## src/hdl/prl_pkg.sv

```systemverilog
`timescale 1ns / 1ps

package prl_pkg;

    localparam int SAMPLE_W    = 20;
    localparam int SUM_W       = 52;
    localparam int COUNT_W     = 14;
    localparam int RMS_W       = 16;
    localparam int DIGIT_W     = 4;
    localparam int NUM_DIGITS  = (SAMPLE_W + DIGIT_W - 1) / DIGIT_W;
    localparam int PART_W      = SAMPLE_W + DIGIT_W;
    localparam int POS_W       = $clog2(NUM_DIGITS);
    localparam int DIV_STEPS   = SUM_W;
    localparam int DIV_CNT_W   = $clog2(DIV_STEPS);
    localparam int ROOT_W      = SUM_W / 2;
    localparam int SQRT_STEPS  = ROOT_W;
    localparam int SQRT_CNT_W  = $clog2(SQRT_STEPS);
    localparam int SQ_REM_W    = ROOT_W + 1;
    localparam int S_TDATA_W   = 24;
    localparam int M_TDATA_W   = 16;

    localparam logic [COUNT_W-1:0] MAX_SAMPLES = COUNT_W'(8192);
    localparam logic [RMS_W-1:0]   RMS_FULL    = RMS_W'(32768);

    typedef enum logic [2:0] {
        ST_ACC,
        ST_WAIT,
        ST_DIV,
        ST_SQRT,
        ST_OUT
    } prl_state_t;

    typedef struct packed {
        logic start;
        logic clear;
    } acc_ctl_t;

    typedef struct packed {
        logic busy;
        logic dropped;
    } acc_sts_t;

endpackage

```

## src/hdl/prl_sqacc.sv

```systemverilog
`timescale 1ns / 1ps

module prl_sqacc
    import prl_pkg::*;
(
    input  logic                       aclk,
    input  logic                       aresetn,
    input  acc_ctl_t                   ctl,
    input  logic signed [SAMPLE_W-1:0] sample,
    output acc_sts_t                   sts,
    output logic [SUM_W-1:0]           square_sum,
    output logic [COUNT_W-1:0]         sample_count
);

    logic [SAMPLE_W-1:0] mcand_reg, mcand_next;
    logic [SAMPLE_W-1:0] mplier_reg, mplier_next;
    logic [POS_W-1:0]    pos_reg, pos_next;
    logic                busy_reg, busy_next;
    logic [SUM_W-1:0]    sum_reg, sum_next;
    logic [COUNT_W-1:0]  count_reg, count_next;
    logic                dropped_reg, dropped_next;
    logic [SAMPLE_W-1:0] mag;
    logic [PART_W-1:0]   partial;
    logic [SUM_W-1:0]    partial_sh;

    // magnitude of the sample, most negative value fits as unsigned
    assign mag        = sample[SAMPLE_W-1] ? (~sample + SAMPLE_W'(1)) : sample;
    assign partial    = PART_W'(mcand_reg) * PART_W'(mplier_reg[DIGIT_W-1:0]);
    assign partial_sh = SUM_W'(partial) << (pos_reg * DIGIT_W);

    always_comb begin
        mcand_next   = mcand_reg;
        mplier_next  = mplier_reg;
        pos_next     = pos_reg;
        busy_next    = busy_reg;
        sum_next     = sum_reg;
        count_next   = count_reg;
        dropped_next = dropped_reg;
        if (ctl.clear) begin
            sum_next     = '0;
            count_next   = '0;
            dropped_next = 1'b0;
        end else if (ctl.start) begin
            if (count_reg < MAX_SAMPLES) begin
                mcand_next  = mag;
                mplier_next = mag;
                pos_next    = '0;
                busy_next   = 1'b1;
                count_next  = count_reg + COUNT_W'(1);
            end else begin
                dropped_next = 1'b1;
            end
        end else if (busy_reg) begin
            // one 4-bit multiplier digit of the square per cycle, unless clear or start comes first
            sum_next    = sum_reg + partial_sh;
            mplier_next = mplier_reg >> DIGIT_W;
            pos_next    = pos_reg + POS_W'(1);
            if (pos_reg == POS_W'(NUM_DIGITS - 1)) begin
                busy_next = 1'b0;
            end
        end
    end

    always_ff @(posedge aclk) begin
        mcand_reg  <= mcand_next;
        mplier_reg <= mplier_next;
        pos_reg    <= pos_next;
        if (!aresetn) begin
            busy_reg    <= 1'b0;
            sum_reg     <= '0;
            count_reg   <= '0;
            dropped_reg <= 1'b0;
        end else begin
            busy_reg    <= busy_next;
            sum_reg     <= sum_next;
            count_reg   <= count_next;
            dropped_reg <= dropped_next;
        end
    end

    assign sts.busy     = busy_reg;
    assign sts.dropped  = dropped_reg;
    assign square_sum   = sum_reg;
    assign sample_count = count_reg;

endmodule

```

## src/hdl/prl_div.sv

```systemverilog
`timescale 1ns / 1ps

module prl_div
    import prl_pkg::*;
(
    input  logic               aclk,
    input  logic               aresetn,
    input  logic               start,
    input  logic [SUM_W-1:0]   dividend,
    input  logic [COUNT_W-1:0] divisor,
    output logic               busy,
    output logic [SUM_W-1:0]   quotient
);

    logic [SUM_W-1:0]     dvd_reg, dvd_next;
    logic [COUNT_W-1:0]   dsr_reg, dsr_next;
    logic [COUNT_W-1:0]   rem_reg, rem_next;
    logic [DIV_CNT_W-1:0] step_reg, step_next;
    logic                 busy_reg, busy_next;
    logic                 zero_reg, zero_next;
    logic [COUNT_W:0]     rem_sh;
    logic [COUNT_W:0]     rem_diff;
    logic                 ge;

    // restoring division, one quotient bit per cycle shifted in at the bottom
    assign rem_sh   = {rem_reg, dvd_reg[SUM_W-1]};
    assign ge       = rem_sh >= {1'b0, dsr_reg};
    assign rem_diff = rem_sh - {1'b0, dsr_reg};

    always_comb begin
        dvd_next  = dvd_reg;
        dsr_next  = dsr_reg;
        rem_next  = rem_reg;
        step_next = step_reg;
        busy_next = busy_reg;
        zero_next = zero_reg;
        if (start) begin
            dvd_next  = dividend;
            dsr_next  = divisor;
            rem_next  = '0;
            step_next = '0;
            busy_next = 1'b1;
            zero_next = (divisor == '0);
        end else if (busy_reg) begin
            rem_next  = ge ? rem_diff[COUNT_W-1:0] : rem_sh[COUNT_W-1:0];
            dvd_next  = {dvd_reg[SUM_W-2:0], ge};
            step_next = step_reg + DIV_CNT_W'(1);
            if (step_reg == DIV_CNT_W'(DIV_STEPS - 1)) begin
                busy_next = 1'b0;
            end
        end
    end

    always_ff @(posedge aclk) begin
        dvd_reg  <= dvd_next;
        dsr_reg  <= dsr_next;
        rem_reg  <= rem_next;
        step_reg <= step_next;
        zero_reg <= zero_next;
        if (!aresetn) begin
            busy_reg <= 1'b0;
        end else begin
            busy_reg <= busy_next;
        end
    end

    assign busy     = busy_reg;
    assign quotient = zero_reg ? '0 : dvd_reg;

endmodule

```

## src/hdl/prl_sqrt.sv

```systemverilog
`timescale 1ns / 1ps

module prl_sqrt
    import prl_pkg::*;
(
    input  logic             aclk,
    input  logic             aresetn,
    input  logic             start,
    input  logic [SUM_W-1:0] radicand,
    output logic             busy,
    output logic [RMS_W-1:0] rms
);

    logic [SUM_W-1:0]      val_reg, val_next;
    logic [SQ_REM_W-1:0]   rem_reg, rem_next;
    logic [ROOT_W-1:0]     root_reg, root_next;
    logic [SQRT_CNT_W-1:0] step_reg, step_next;
    logic                  busy_reg, busy_next;
    logic [SQ_REM_W+1:0]   rem_sh;
    logic [SQ_REM_W+1:0]   trial;
    logic [SQ_REM_W+1:0]   rem_diff;
    logic                  ge;

    // digit-by-digit root, two radicand bits per cycle
    assign rem_sh   = {rem_reg, val_reg[SUM_W-1 -: 2]};
    assign trial    = (SQ_REM_W + 2)'({root_reg, 2'b01});
    assign ge       = rem_sh >= trial;
    assign rem_diff = rem_sh - trial;

    always_comb begin
        val_next  = val_reg;
        rem_next  = rem_reg;
        root_next = root_reg;
        step_next = step_reg;
        busy_next = busy_reg;
        if (start) begin
            val_next  = radicand;
            rem_next  = '0;
            root_next = '0;
            step_next = '0;
            busy_next = 1'b1;
        end else if (busy_reg) begin
            rem_next  = ge ? rem_diff[SQ_REM_W-1:0] : rem_sh[SQ_REM_W-1:0];
            root_next = {root_reg[ROOT_W-2:0], ge};
            val_next  = val_reg << 2;
            step_next = step_reg + SQRT_CNT_W'(1);
            if (step_reg == SQRT_CNT_W'(SQRT_STEPS - 1)) begin
                busy_next = 1'b0;
            end
        end
    end

    always_ff @(posedge aclk) begin
        val_reg  <= val_next;
        rem_reg  <= rem_next;
        root_reg <= root_next;
        step_reg <= step_next;
        if (!aresetn) begin
            busy_reg <= 1'b0;
        end else begin
            busy_reg <= busy_next;
        end
    end

    // clamp to full scale
    assign busy = busy_reg;
    assign rms  = (root_reg > ROOT_W'(RMS_FULL)) ? RMS_FULL : root_reg[RMS_W-1:0];

endmodule

```

## src/hdl/packet_rms_level_core.sv

```systemverilog
`timescale 1ns / 1ps
// sample requests: the next is held off until the 4-bit digit serial squarer (5 digits) is done with the last
// a request dropped past the sample limit does not make the squarer busy
// last sample to result: squaring, divider, root, then handover; no squaring if the sample is dropped
// a finished result waits in the output register while the next packet streams in
// aresetn (synchronous, active low) clears the sum, count, dropped flag and output valid

module packet_rms_level_core
    import prl_pkg::*;
(
    input  logic                 aclk,
    input  logic                 aresetn,
    input  logic                 s_tvalid,
    output logic                 s_tready,
    input  logic [S_TDATA_W-1:0] s_tdata,   // [19:0] sample, [23:20] zero
    input  logic                 s_tlast,
    output logic                 m_tvalid,
    input  logic                 m_tready,
    output logic [M_TDATA_W-1:0] m_tdata,   // [15:0] rms
    output logic                 m_tuser    // [0] overflow
);

    prl_state_t         state_reg, state_next;
    acc_ctl_t           acc_ctl;
    acc_sts_t           acc_sts;
    logic [SUM_W-1:0]   square_sum;
    logic [COUNT_W-1:0] sample_count;
    logic [SUM_W-1:0]   mean;
    logic [RMS_W-1:0]   rms;
    logic               div_busy;
    logic               sqrt_busy;
    logic               s_accept;
    logic               div_start;
    logic               sqrt_start;
    logic               out_free;
    logic               out_load;
    logic               ovf_reg, ovf_next;
    logic               m_tvalid_reg, m_tvalid_next;
    logic [RMS_W-1:0]   rms_reg, rms_next;
    logic               m_ovf_reg, m_ovf_next;

    // squarer and running sum
    prl_sqacc u_sqacc (
        .aclk         (aclk),
        .aresetn      (aresetn),
        .ctl          (acc_ctl),
        .sample       (s_tdata[SAMPLE_W-1:0]),
        .sts          (acc_sts),
        .square_sum   (square_sum),
        .sample_count (sample_count)
    );

    // mean square, sum over count
    prl_div u_div (
        .aclk     (aclk),
        .aresetn  (aresetn),
        .start    (div_start),
        .dividend (square_sum),
        .divisor  (sample_count),
        .busy     (div_busy),
        .quotient (mean)
    );

    // root of the mean square, clamped to 1.0
    prl_sqrt u_sqrt (
        .aclk     (aclk),
        .aresetn  (aresetn),
        .start    (sqrt_start),
        .radicand (mean),
        .busy     (sqrt_busy),
        .rms      (rms)
    );

    assign out_free = !m_tvalid_reg || m_tready;

    // next state
    always_comb begin
        state_next = state_reg;
        unique case (state_reg)
            ST_ACC: begin
                if (s_tvalid && !acc_sts.busy && s_tlast) begin
                    state_next = ST_WAIT;
                end
            end
            ST_WAIT: begin
                if (!acc_sts.busy) begin
                    state_next = ST_DIV;
                end
            end
            ST_DIV: begin
                if (!div_busy) begin
                    state_next = ST_SQRT;
                end
            end
            ST_SQRT: begin
                if (!sqrt_busy) begin
                    state_next = ST_OUT;
                end
            end
            ST_OUT: begin
                if (out_free) begin
                    state_next = ST_ACC;
                end
            end
            default: begin
                state_next = ST_ACC;
            end
        endcase
    end

    // control outputs
    always_comb begin
        s_tready   = 1'b0;
        div_start  = 1'b0;
        sqrt_start = 1'b0;
        out_load   = 1'b0;
        unique case (state_reg)
            ST_ACC:  s_tready   = !acc_sts.busy;
            ST_WAIT: div_start  = !acc_sts.busy;
            ST_DIV:  sqrt_start = !div_busy;
            ST_SQRT: ;
            ST_OUT:  out_load   = out_free;
            default: ;
        endcase
    end

    assign s_accept      = s_tvalid && s_tready;
    assign acc_ctl.start = s_accept;
    // the divider takes the sum at the same edge the accumulator clears
    assign acc_ctl.clear = div_start;

    always_comb begin
        ovf_next      = div_start ? acc_sts.dropped : ovf_reg;
        rms_next      = out_load ? rms : rms_reg;
        m_ovf_next    = out_load ? ovf_reg : m_ovf_reg;
        m_tvalid_next = out_load ? 1'b1 : (m_tready ? 1'b0 : m_tvalid_reg);
    end

    always_ff @(posedge aclk) begin
        rms_reg   <= rms_next;
        m_ovf_reg <= m_ovf_next;
        ovf_reg   <= ovf_next;
        if (!aresetn) begin
            state_reg    <= ST_ACC;
            m_tvalid_reg <= 1'b0;
        end else begin
            state_reg    <= state_next;
            m_tvalid_reg <= m_tvalid_next;
        end
    end

    assign m_tvalid = m_tvalid_reg;
    assign m_tdata  = M_TDATA_W'(rms_reg);
    assign m_tuser  = m_ovf_reg;

    // no sample is taken while the divider or root unit is running
    a_ready_idle: assert property (@(posedge aclk) disable iff (!aresetn)
        s_tready |-> (!div_busy && !sqrt_busy))
        else $error("sample request taken while back end busy");

    // the root unit starts only when the previous state was the division or wait state
    a_sqrt_after_div: assert property (@(posedge aclk) disable iff (!aresetn)
        sqrt_start |-> ($past(state_reg) == ST_DIV || $past(state_reg) == ST_WAIT))
        else $error("root started without a division");

    // a new result appears only from the handover state
    a_out_from_state: assert property (@(posedge aclk) disable iff (!aresetn)
        (m_tvalid && !$past(m_tvalid)) |-> ($past(state_reg) == ST_OUT))
        else $error("result raised outside handover");

    // level never exceeds full scale
    a_rms_clamp: assert property (@(posedge aclk) disable iff (!aresetn)
        m_tvalid |-> (rms_reg <= RMS_FULL))
        else $error("rms above full scale");

endmodule
```

## config.mk

```make
export PLATFORM = sky130hd
export DESIGN_NAME = packet_rms_level_core
export DESIGN_NICKNAME = d
export VERILOG_FILES = /design/src/hdl/prl_pkg.sv /design/src/hdl/prl_sqacc.sv /design/src/hdl/prl_div.sv /design/src/hdl/prl_sqrt.sv /design/src/hdl/packet_rms_level_core.sv
export SDC_FILE = /design/constraint.sdc
export NUM_CORES = 1
export LEC_CHECK = 0
export BUFFER_PORTS_ARGS = -buffer_cell sky130_fd_sc_hd__buf_4
export CAP_MARGIN = 20
export CORE_MARGIN = 2
export CORE_UTILIZATION = 47
export CTS_BUF_LIST = sky130_fd_sc_hd__clkbuf_8
export CTS_CLUSTER_SIZE = 20
export DETAILED_ROUTE_END_ITERATION = 10
export SYNTH_ARGS = -nofsm -noshare
export SYNTH_HDL_FRONTEND = slang
export SYNTH_SLANG_ARGS = --single-unit
```

## constraint.sdc

```tcl
create_clock -name aclk -period 11.68 [get_ports aclk]
set_clock_uncertainty 0.2 [all_clocks]
set_input_delay 2.336 -clock aclk [delete_from_list [all_inputs] [get_ports aclk]]
set_output_delay 2.336 -clock aclk [all_outputs]
set_load 0.005 [all_outputs]
```

== Yosys cells after proc, flatten, opt, wreduce, memory -nomap -nowiden ==
Cells that the tools add are included.

* Bits in registers: 332
* Input bits: 29
* Output and inout bits: 19
* Word-level logic and storage cells: 112

* $add $sub $neg: 8
* $mul: 1
* Magnitude comparators: 4
* Equality and inequality tests: 13
* Shifts and indexed selects: 1
* Multiplexer cells: 36
* Bitwise logic cells: 5
* Reduce and logical (&&, ||, !) cells: 21

{| class="wikitable"
|+ Operator list
! cell !! number
|-
| 52-bit two-way mux || 5
|-
| 20-bit two-way mux || 4
|-
| 52-bit adder || 1
|-
| 24-bit by 5-bit << shifter with 52-bit output || 1
|-
| 29-bit by 28-bit >= comparator with 1-bit output || 1
|-
| 27-bit two-way mux || 1
|-
| 27-bit subtractor || 1
|-
| 26-bit by 16-bit greater-than comparator with 1-bit output (second input constant) || 1
|-
| 20-bit by 4-bit multiplier with 24-bit output || 1
|-
| 3-bit two-way mux || 8
|-
| 20-bit by 2-bit adder with 20-bit output (second input constant) || 1
|-
| 20-bit NOT || 1
|-
| 1-bit two-way mux || 16
|-
| 15-bit by 14-bit >= comparator with 1-bit output || 1
|-
| 3-bit one-hot mux with 5 select lines || 1
|-
| 14-bit by 1-bit adder with 14-bit output (second input constant) || 1
|-
| 14-bit logical NOT || 1
|-
| 14-bit less-than comparator (second input constant) || 1
|-
| 14-bit two-way mux || 1
|-
| 14-bit subtractor || 1
|-
| 2-bit inequality test (second input constant) || 5
|-
| 2-bit AND reduction || 4
|-
| 2-bit nonzero test || 4
|-
| 6-bit by 1-bit adder with 6-bit output (second input constant) || 1
|-
| other kinds (16) || 26
|}

== Longest topological paths before layout ==
Gate-level depths: netlist of the first run.

* Depth after elaboration: 5
* Gate-level depth with buffers: 29
* Mapped depth without buffers: 27

== Cells and area by module ==
Synthesis of the first run repeated with hierarchy kept, for this count alone.

* Cell total of the unflattened synthesis: 2408
* Area total of the unflattened synthesis: 22580.4 µm²

{| class="wikitable"
|+ Modules (own cells, without submodules)
! module !! times used !! cells an instance !! area each (µm²) !! sequential area each (µm²)
|-
| prl_sqacc || 1 || 1342 || 10731.5 || 2652.5
|-
| prl_sqrt || 1 || 615 || 6344.8 || 2742.6
|-
| prl_div || 1 || 405 || 4704.5 || 2432.3
|-
| packet_rms_level_core || 1 || 46 || 799.5 || 620.6
|}

== Worst setup path before layout of the first run ==
No wires, ideal clock.

* Path type: register -> register
* Start point: register u_sqacc.mplier_reg[3]
* End point: register u_sqacc.sum_reg[51], in the netlist u_sqacc.square_sum[51]
* Setup time: 71 ps
* Arrival: 5872 ps
* Required time: 11409 ps
* Path slack: 5538 ps
* Cell stages (with the launch flop): 30
* Path buffers: 2
* Clock period less this slack: 6142 ps
* Cell sequence: edfxtp_1 -> clkbuf_1 -> and2_1 -> fa_1 -> inv_1 -> fa_1 -> inv_1 -> ha_1 -> a21oi_1 -> o21ai_1 -> a221o_1 -> nor3_1 -> a21oi_1 -> a21oi_1 -> xor2_1 -> mux2i_1 -> a21oi_1 -> mux2i_1 -> ha_1 -> clkbuf_1 -> nand2_1 -> nor2_1 -> a211oi_1 -> a32oi_1 -> o21ai_2 -> a21oi_2 -> o311ai_1 -> a21oi_1 -> or3_1 -> a21oi_1

* Word-level cells in the longest chain between the ends: 3

{| class="wikitable"
|+ Ends and longest elaborated chain
! item !! RTL line !! RTL
|-
| from (decl) || prl_sqacc.sv:16 || <nowiki>logic [SAMPLE_W-1:0] mplier_reg, mplier_next;</nowiki>
|-
| from (signal assigned) || prl_sqacc.sv:66 || <nowiki>mplier_reg <= mplier_next;</nowiki>
|-
| 20-bit by 4-bit multiplier with 24-bit output || prl_sqacc.sv:28 || <nowiki>assign partial = PART_W'(mcand_reg) * PART_W'(mplier_reg[DIGIT_W-1:0]);</nowiki>
|-
| 24-bit by 5-bit << shifter with 52-bit output || prl_sqacc.sv:29 || <nowiki>assign partial_sh = SUM_W'(partial) << (pos_reg * DIGIT_W);</nowiki>
|-
| 52-bit adder || prl_sqacc.sv:55 || <nowiki>sum_next = sum_reg + partial_sh;</nowiki>
|-
| to (signal assigned) || prl_sqacc.sv:75 || <nowiki>sum_reg <= sum_next;</nowiki>
|-
| to (decl) || prl_sqacc.sv:19 || <nowiki>logic [SUM_W-1:0] sum_reg, sum_next;</nowiki>
|}

Every way passes these cells.
A chain may end at the register's enable or synchronous reset.

== Worst setup path in the final report of the first run ==
* Start point: register u_sqacc.mplier_reg[3]
* End point: register u_sqacc.sum_reg[38], in the netlist u_sqacc.square_sum[38]

Same word-level chain as after synthesis.

==> results of run 1 <==
kinds of logic after synthesis:
kind of cell | Yosys count
xor gates and xnor gates | 132
AOI/OAI and AO/OA | 535
adders and majority gates | 167
and+or+nand+nor | 1014
muxes | 82
DFF | 332
buffers and inverters | 278
cells in the mapped netlist, drive strengths merged, types with 5 or more instances:
| library cell | n | area (um^2) |
|---|---|---|
| o31ai | 18 | 145 |
| a21o | 56 | 422 |
| nor3 | 42 | 215 |
| edfxtp | 180 | 5410 |
| a21boi | 5 | 37.5 |
| xor2 | 54 | 473 |
| buf | 23 | 136 |
| nand3b | 56 | 420 |
| a211oi | 19 | 153 |
| nand2 | 446 | 1670 |
| o22ai | 15 | 93.8 |
| a21oi | 172 | 891 |
| o21ai | 155 | 795 |
| or3 | 7 | 43.8 |
| xnor2 | 78 | 683 |
| nand4 | 27 | 169 |
| and3 | 13 | 91.3 |
| and2 | 86 | 538 |
| nor2 | 216 | 818 |
| or2 | 5 | 31.3 |
| o41ai | 5 | 70.1 |
| dfxtp | 152 | 3040 |
| nand3 | 39 | 200 |
| mux2 | 6 | 67.6 |
| ha | 129 | 1610 |
| fa | 38 | 761 |
| mux2i | 76 | 761 |
| nor2b | 22 | 138 |
| o21bai | 15 | 116 |
| clkbuf | 94 | 353 |
| inv | 160 | 601 |
| o211ai | 10 | 75.1 |
| a31oi | 12 | 90.1 |
| nor3b | 7 | 52.6 |
| o21a | 11 | 82.6 |
| nand2b | 19 | 119 |
| nor4 | 17 | 113 |
| a2111oi | 5 | 81.3 |
worst paths after layout:
kind / endpoint / slack, ps
worst min-delay path: m_tuser / 240
worst max-delay path: u_sqacc.square_sum[38] / 4010
worst min register to register: m_tuser / 240
worst max register to register: u_sqacc.square_sum[38] / 4010
stage by stage:
step                 util  setup WS, ps  area, um^2  hold slack (ps)  instances
floorplan               -          5540       22100              200       2540
global placement    0.490          4290       22800              219       3087
detailed placement  0.490          4160       22800              226       3087
CTS                 0.515          4100       23900              234       3198
global route        0.515          3630       23900              243       3198
finish              0.515          4010       23900              236       3198
final cells by class:
class,instances,area [um^2]
fill,4412,22500
multi-input combinational,1930,12500
sequential,332,8450
clock buffer,63,867
tap,607,759
inverter,161,604
timing repair buffer,57,428
clock inverter,48,283
routing by layer:
| metal | vias to the layer above | part of all wire |
|---|---|---|
| met2 | 284 | 0.46 |
| met1 | 8193 | 0.48 |
| met4 | 0 | 0.021 |
| met5 | - | 0 |
| li1 | 8842 | - |
| met3 | 74 | 0.036 |
critical path, cell delays in order, from the launching register on:
cell and delay [ps]:
edfxtp_1 750, nand2_1 170, fa_1 530, fa_1 540
inv_1 70, fa_1 460, a21o_1 170, a21oi_1 280
o21ai_0 220, nand4_1 250, a21oi_1 100, a21oi_1 180
xor2_1 550, mux2i_1 190, o21ai_1 240, o22ai_1 180
ha_1 430, a21o_1 210, a211oi_1 270, o21ai_1 150
a221oi_2 340, o41ai_4 180, a41oi_4 380, o21bai_1 140
xnor2_1 180, o21ai_1 80
==> metrics.md, run 1 <==
| Metric | Value |
|---|---|
| Status | completed |
| Routed wire length | 50700 um |
| GR peak layer | met2 |
| GRT met1 Usage | 0.292 |
| Worst Setup Path Type | reg2reg |
| Async S/R FF share, synth | 0 |
| Reg2Reg Depth | 25 |
| Fin. Hold Viols | 0 |
| Num rows | 79 |
| Clk Latency, worst-skew pair | 660 ps |
| Total number of vias | 17400 |
| Wirelength per Cell | 15.9 um |
| Met2 global-route usage | 0.348 |
| CTS Buf Count | 59 |
| Ys flop type | edfxtp_1 |
| Achievable clock frequency | 130 MHz |
| # diodes | 0 |
| PortBufs | 43 |
| Remaining antenna violation count | 0 |
| Hold path start | ovf_reg |
| Synth-to-Final Area Change | 8.45% |
| Tcrit/Tclk final | 0.657 |
| Clk buf depth | 3 |
| Hold Path Depth | 0 |
| CP Launch Point | u_sqacc.mplier_reg[3] |
| CP endpoint kind | flop |
| Required time worst endpoint | 11950 ps |
| Complex-gate fraction of the synthesized area | 0.156 |
| Syn Nets | 2736 |
| Largest net degree at the start of global routing | 90 |
| Post-Synth Simple-Gate Area | 0.214 |
| Worst-margin pin slew | 1090 ps |
| Die area | 48700 um^2 |
| Post-synthesis xor/xnor area fraction | 0.0524 |
| DR pass1 iterations | 5 |
| RSZ-0062 raised after global routing | false |
| Number of global-route vias before repair | 16800 |
| Starting Density | 0.475 |
| Hold_buf cts | 0 |
| Post-DP HPWL | 36500 um |
| IO Count | 48 |
| Largest family of logic cells by synthesized area | simple AND/OR/NAND/NOR gates |
| Commonest non-fill, non-tap cells in the layout | 445 x nand2_1, 214 x nor2_1, 187 x inv_1 |
| CORE AREA | 46500 um^2 |
| Die H | 221 um |
| # DRC | 0 |
| Clock-pin slew on the worst setup and hold paths | 60 ps |
| Final net count | 2737 |
| Htree depth | 2 |
| Layout cells sized above 1 | 0.0729 |
| Grt total ovfl | 0 |
| Mux cell area share after synthesis | 0.0376 |
| M3 GR Usage | 0.0319 |
| Hold crit path type | reg2reg |
| RePlAce Congestion | 0.929 |
| CP max FO | 20 |
| CTS resizes | 0 |
| CTS Sinks | 332 |
| Adder-cell share of the synthesized area | 0.108 |
| Antenna violations before repair | 0 |
| Post-CTS Setup Bufs | 0 |
| Synth unique cells | 90 |
| Post-Syn Area | 22100 um^2 |
| Die W | 221 um |
| Final setup viols | 0 |
| Number of DRC markers after the initial detailed-route iteration | 1105 |
| Yosys Warn Count | 0 |
| Number of enable flip-flop cells after synthesis | 180 |
| Post-DR vias/cell | 5.44 |
| Sequential fraction of the synthesis area | 0.383 |
| Sum of negative setup slack | 0 ps |
| Count of maximum capacitance violations | 0 |
| Yosys reg bits | 332 |
| Slew HR | 0.276 |
| Total GRT Usage | 0.212 |
| CTS root buffer | clkbuf_8 |
| Worst R2R Start | u_sqacc.mplier_reg[3] |
| Setup crit start kind | flop |
| Final Slew Violations | 0 |
| CTS tree | yes |
| CP arrival | 7940 ps |
| First-pass GRT wire length | 84800 um |
| Fin crit period | 7670 ps |
| Post-synthesis cell count | 2540 |
| Syn_area_per_cell | 8.68 um^2 |
| Commonest non-fill, non-tap cell in the layout | nand2_1 |
Power of run 1 is left out: the tool's default activity adds up to more than one toggle a clock period on the data nets, which glitch-free logic cannot reach.
==> run 2: changes to the inputs <==
PLACE_DENSITY = 0.65   (was unset)
clock period = 6.2 ns   (was 11.68 ns; I/O delays follow)
==> metrics.md, run 2 (same netlist as run 1, synthesis figures left out) <==
| Metric | Value |
|---|---|
| Status | finished with violations |
| Failing checks | negative setup slack |
| Num rows | 79 (unchanged) |
| Starting Density | 0.475 (unchanged) |
| Setup crit start kind | flop |
| Grt total ovfl | 0 (unchanged) |
| First-pass GRT wire length | 89600 um (+5.7%) |
| CP arrival | 6850 ps (-1090 ps) |
| Htree depth | 2 (unchanged) |
| Worst R2R Start | u_sqacc.mplier_reg[3] |
| Layout cells sized above 1 | 0.240 (+0.167) |
| Die area | 48700 um^2 (unchanged) |
| Final setup viols | 20 (+20) |
| # DRC | 0 (unchanged) |
| Final Slew Violations | 0 (unchanged) |
| Slew HR | 0.279 (+0.00298) |
| Fillers | 4047 (-8.3%) |
| # diodes | 0 (unchanged) |
| Clk buf depth | 3 (unchanged) |
| Clk Latency, worst-skew pair | 670 ps (about the same) |
| CTS root buffer | clkbuf_8 |
| Total number of vias | 18800 (+8.0%) |
| Commonest non-fill, non-tap cell in the layout | nand2_1 |
| Fin crit period | 6500 ps (-1170 ps) |
| Count of maximum capacitance violations | 0 (unchanged) |
| CTS tree | yes |
| Achievable clock frequency | 154 MHz (+18%) |
| DR pass1 iterations | 7 (+2) |
| Crit-path max cell delay | 530 ps (-220 ps) |
| Routed wire length | 54800 um (+8.0%) |
| CP endpoint kind | flop |
| Post-DR vias/cell | 5.36 (-1.4%) |
| CP max stage cell | fa_1 |
| CORE AREA | 46500 um^2 (unchanged) |
| IO Count | 48 (unchanged) |
| Sequential Area | 8450 um^2 (unchanged) |
| Hold slack | 250 ps (+14.0 ps) |
| Largest net degree at the start of global routing | 89 (-1.1%) |
| Hold path start | ovf_reg |
| CP Launch Point | u_sqacc.mplier_reg[3] |
| Remaining antenna violation count | 0 (unchanged) |
| Synth-to-Final Area Change | 25.2% |
| Reg-to-reg slack, setup | -300 ps (-4310 ps) |
| Tcrit/Tclk final | 1.05 (+0.392) |
| Die H | 221 um (unchanged) |
| Hold_buf cts | 0 (unchanged) |
| Antenna violations before repair | 0 (unchanged) |
| Setup WS post-layout | -302 ps (-4310 ps) |
| Die W | 221 um (unchanged) |
| RePlAce Congestion | 0.934 (+0.56%) |
| Fin. Hold Viols | 0 (unchanged) |
| Multi-input gate area | 13800 um^2 (+10%) |
| Final net count | 3044 (+11%) |
| Post-DP HPWL | 37600 um (+3.3%) |
| Wirelength per Cell | 15.6 um (-1.4%) |
| Number of global-route vias before repair | 18500 (+9.8%) |
| Required time worst endpoint | 6550 ps (-5400 ps) |
| Worst-margin pin slew | 1080 ps (-5.63 ps) |
| CTS Buf Count | 56 (-5.1%) |
| CP max FO | 6 (-70%) |
| Number of DRC markers after the initial detailed-route iteration | 974 (-12%) |
| RSZ-0062 raised after global routing | true |
| Commonest non-fill, non-tap cells in the layout | 439 x nand2_1, 344 x buf_4, 200 x nor2_1 |
| Worst Setup Path Type | reg2reg |
| Hold crit path type | reg2reg |
| Total GRT Usage | 0.224 (+0.0119) |
| CTS Sinks | 332 (unchanged) |
| Clock-pin slew on the worst setup and hold paths | 70 ps (about the same) |
| PortBufs | 43 (unchanged) |
run 2: layout make-up:
type                    instances  area share
well taps                     607      0.0275
flip-flops and latches        332       0.306
inverters                     161      0.0219
repair buffers                367       0.104
clock buffers                  61      0.0304
multi-input cells            1930       0.501
clock inverters                44     0.00952
run 2: metal layers:
layer  routed length [um]  GRT usage
met3                 1960     0.0315
met4                 1260     0.0680
met2                26400      0.390
met1                25200      0.288
met5                    0          0
run 2: final timing paths:
path,endpoint,cells past startpoint
setup reg to reg,u_sqacc.square_sum[47],29
hold / removal,m_tuser,0
hold reg to reg,m_tuser,0
setup / recovery,u_sqacc.square_sum[47],29
run 2: timing repair:
action | CTS | global route
resized for setup | 175 | 120
setup endpoints to repair | 34 | 35
buffers inserted | 43 | 13
pin swaps | 102 | 48
run 2: worst max-delay path, delay by kind of cell (launching register included):
kind	cells	cell delay, ps
compound gates	13	2060
fa+ha+maj	4	1530
buf+inv	6	680
simple gates	4	1080
mux	1	110
xor+xnor	1	250
flops	1	490
run 2: per-stage QoR:
step,area (um^2),std cells,setup slack [ps],setup TNS [ps],util
after global routing,27600,3502,-555,-9620,0.594
after CTS,27000,3488,-232,-2300,0.580
after detailed placement,24700,3345,-710,-11350,0.532
final,27600,3502,-302,-3460,0.594
after global placement,24700,3345,-621,-10240,0.532
after floorplan,22100,2540,57.9,0,-
Power of run 2 is left out for the same reason.
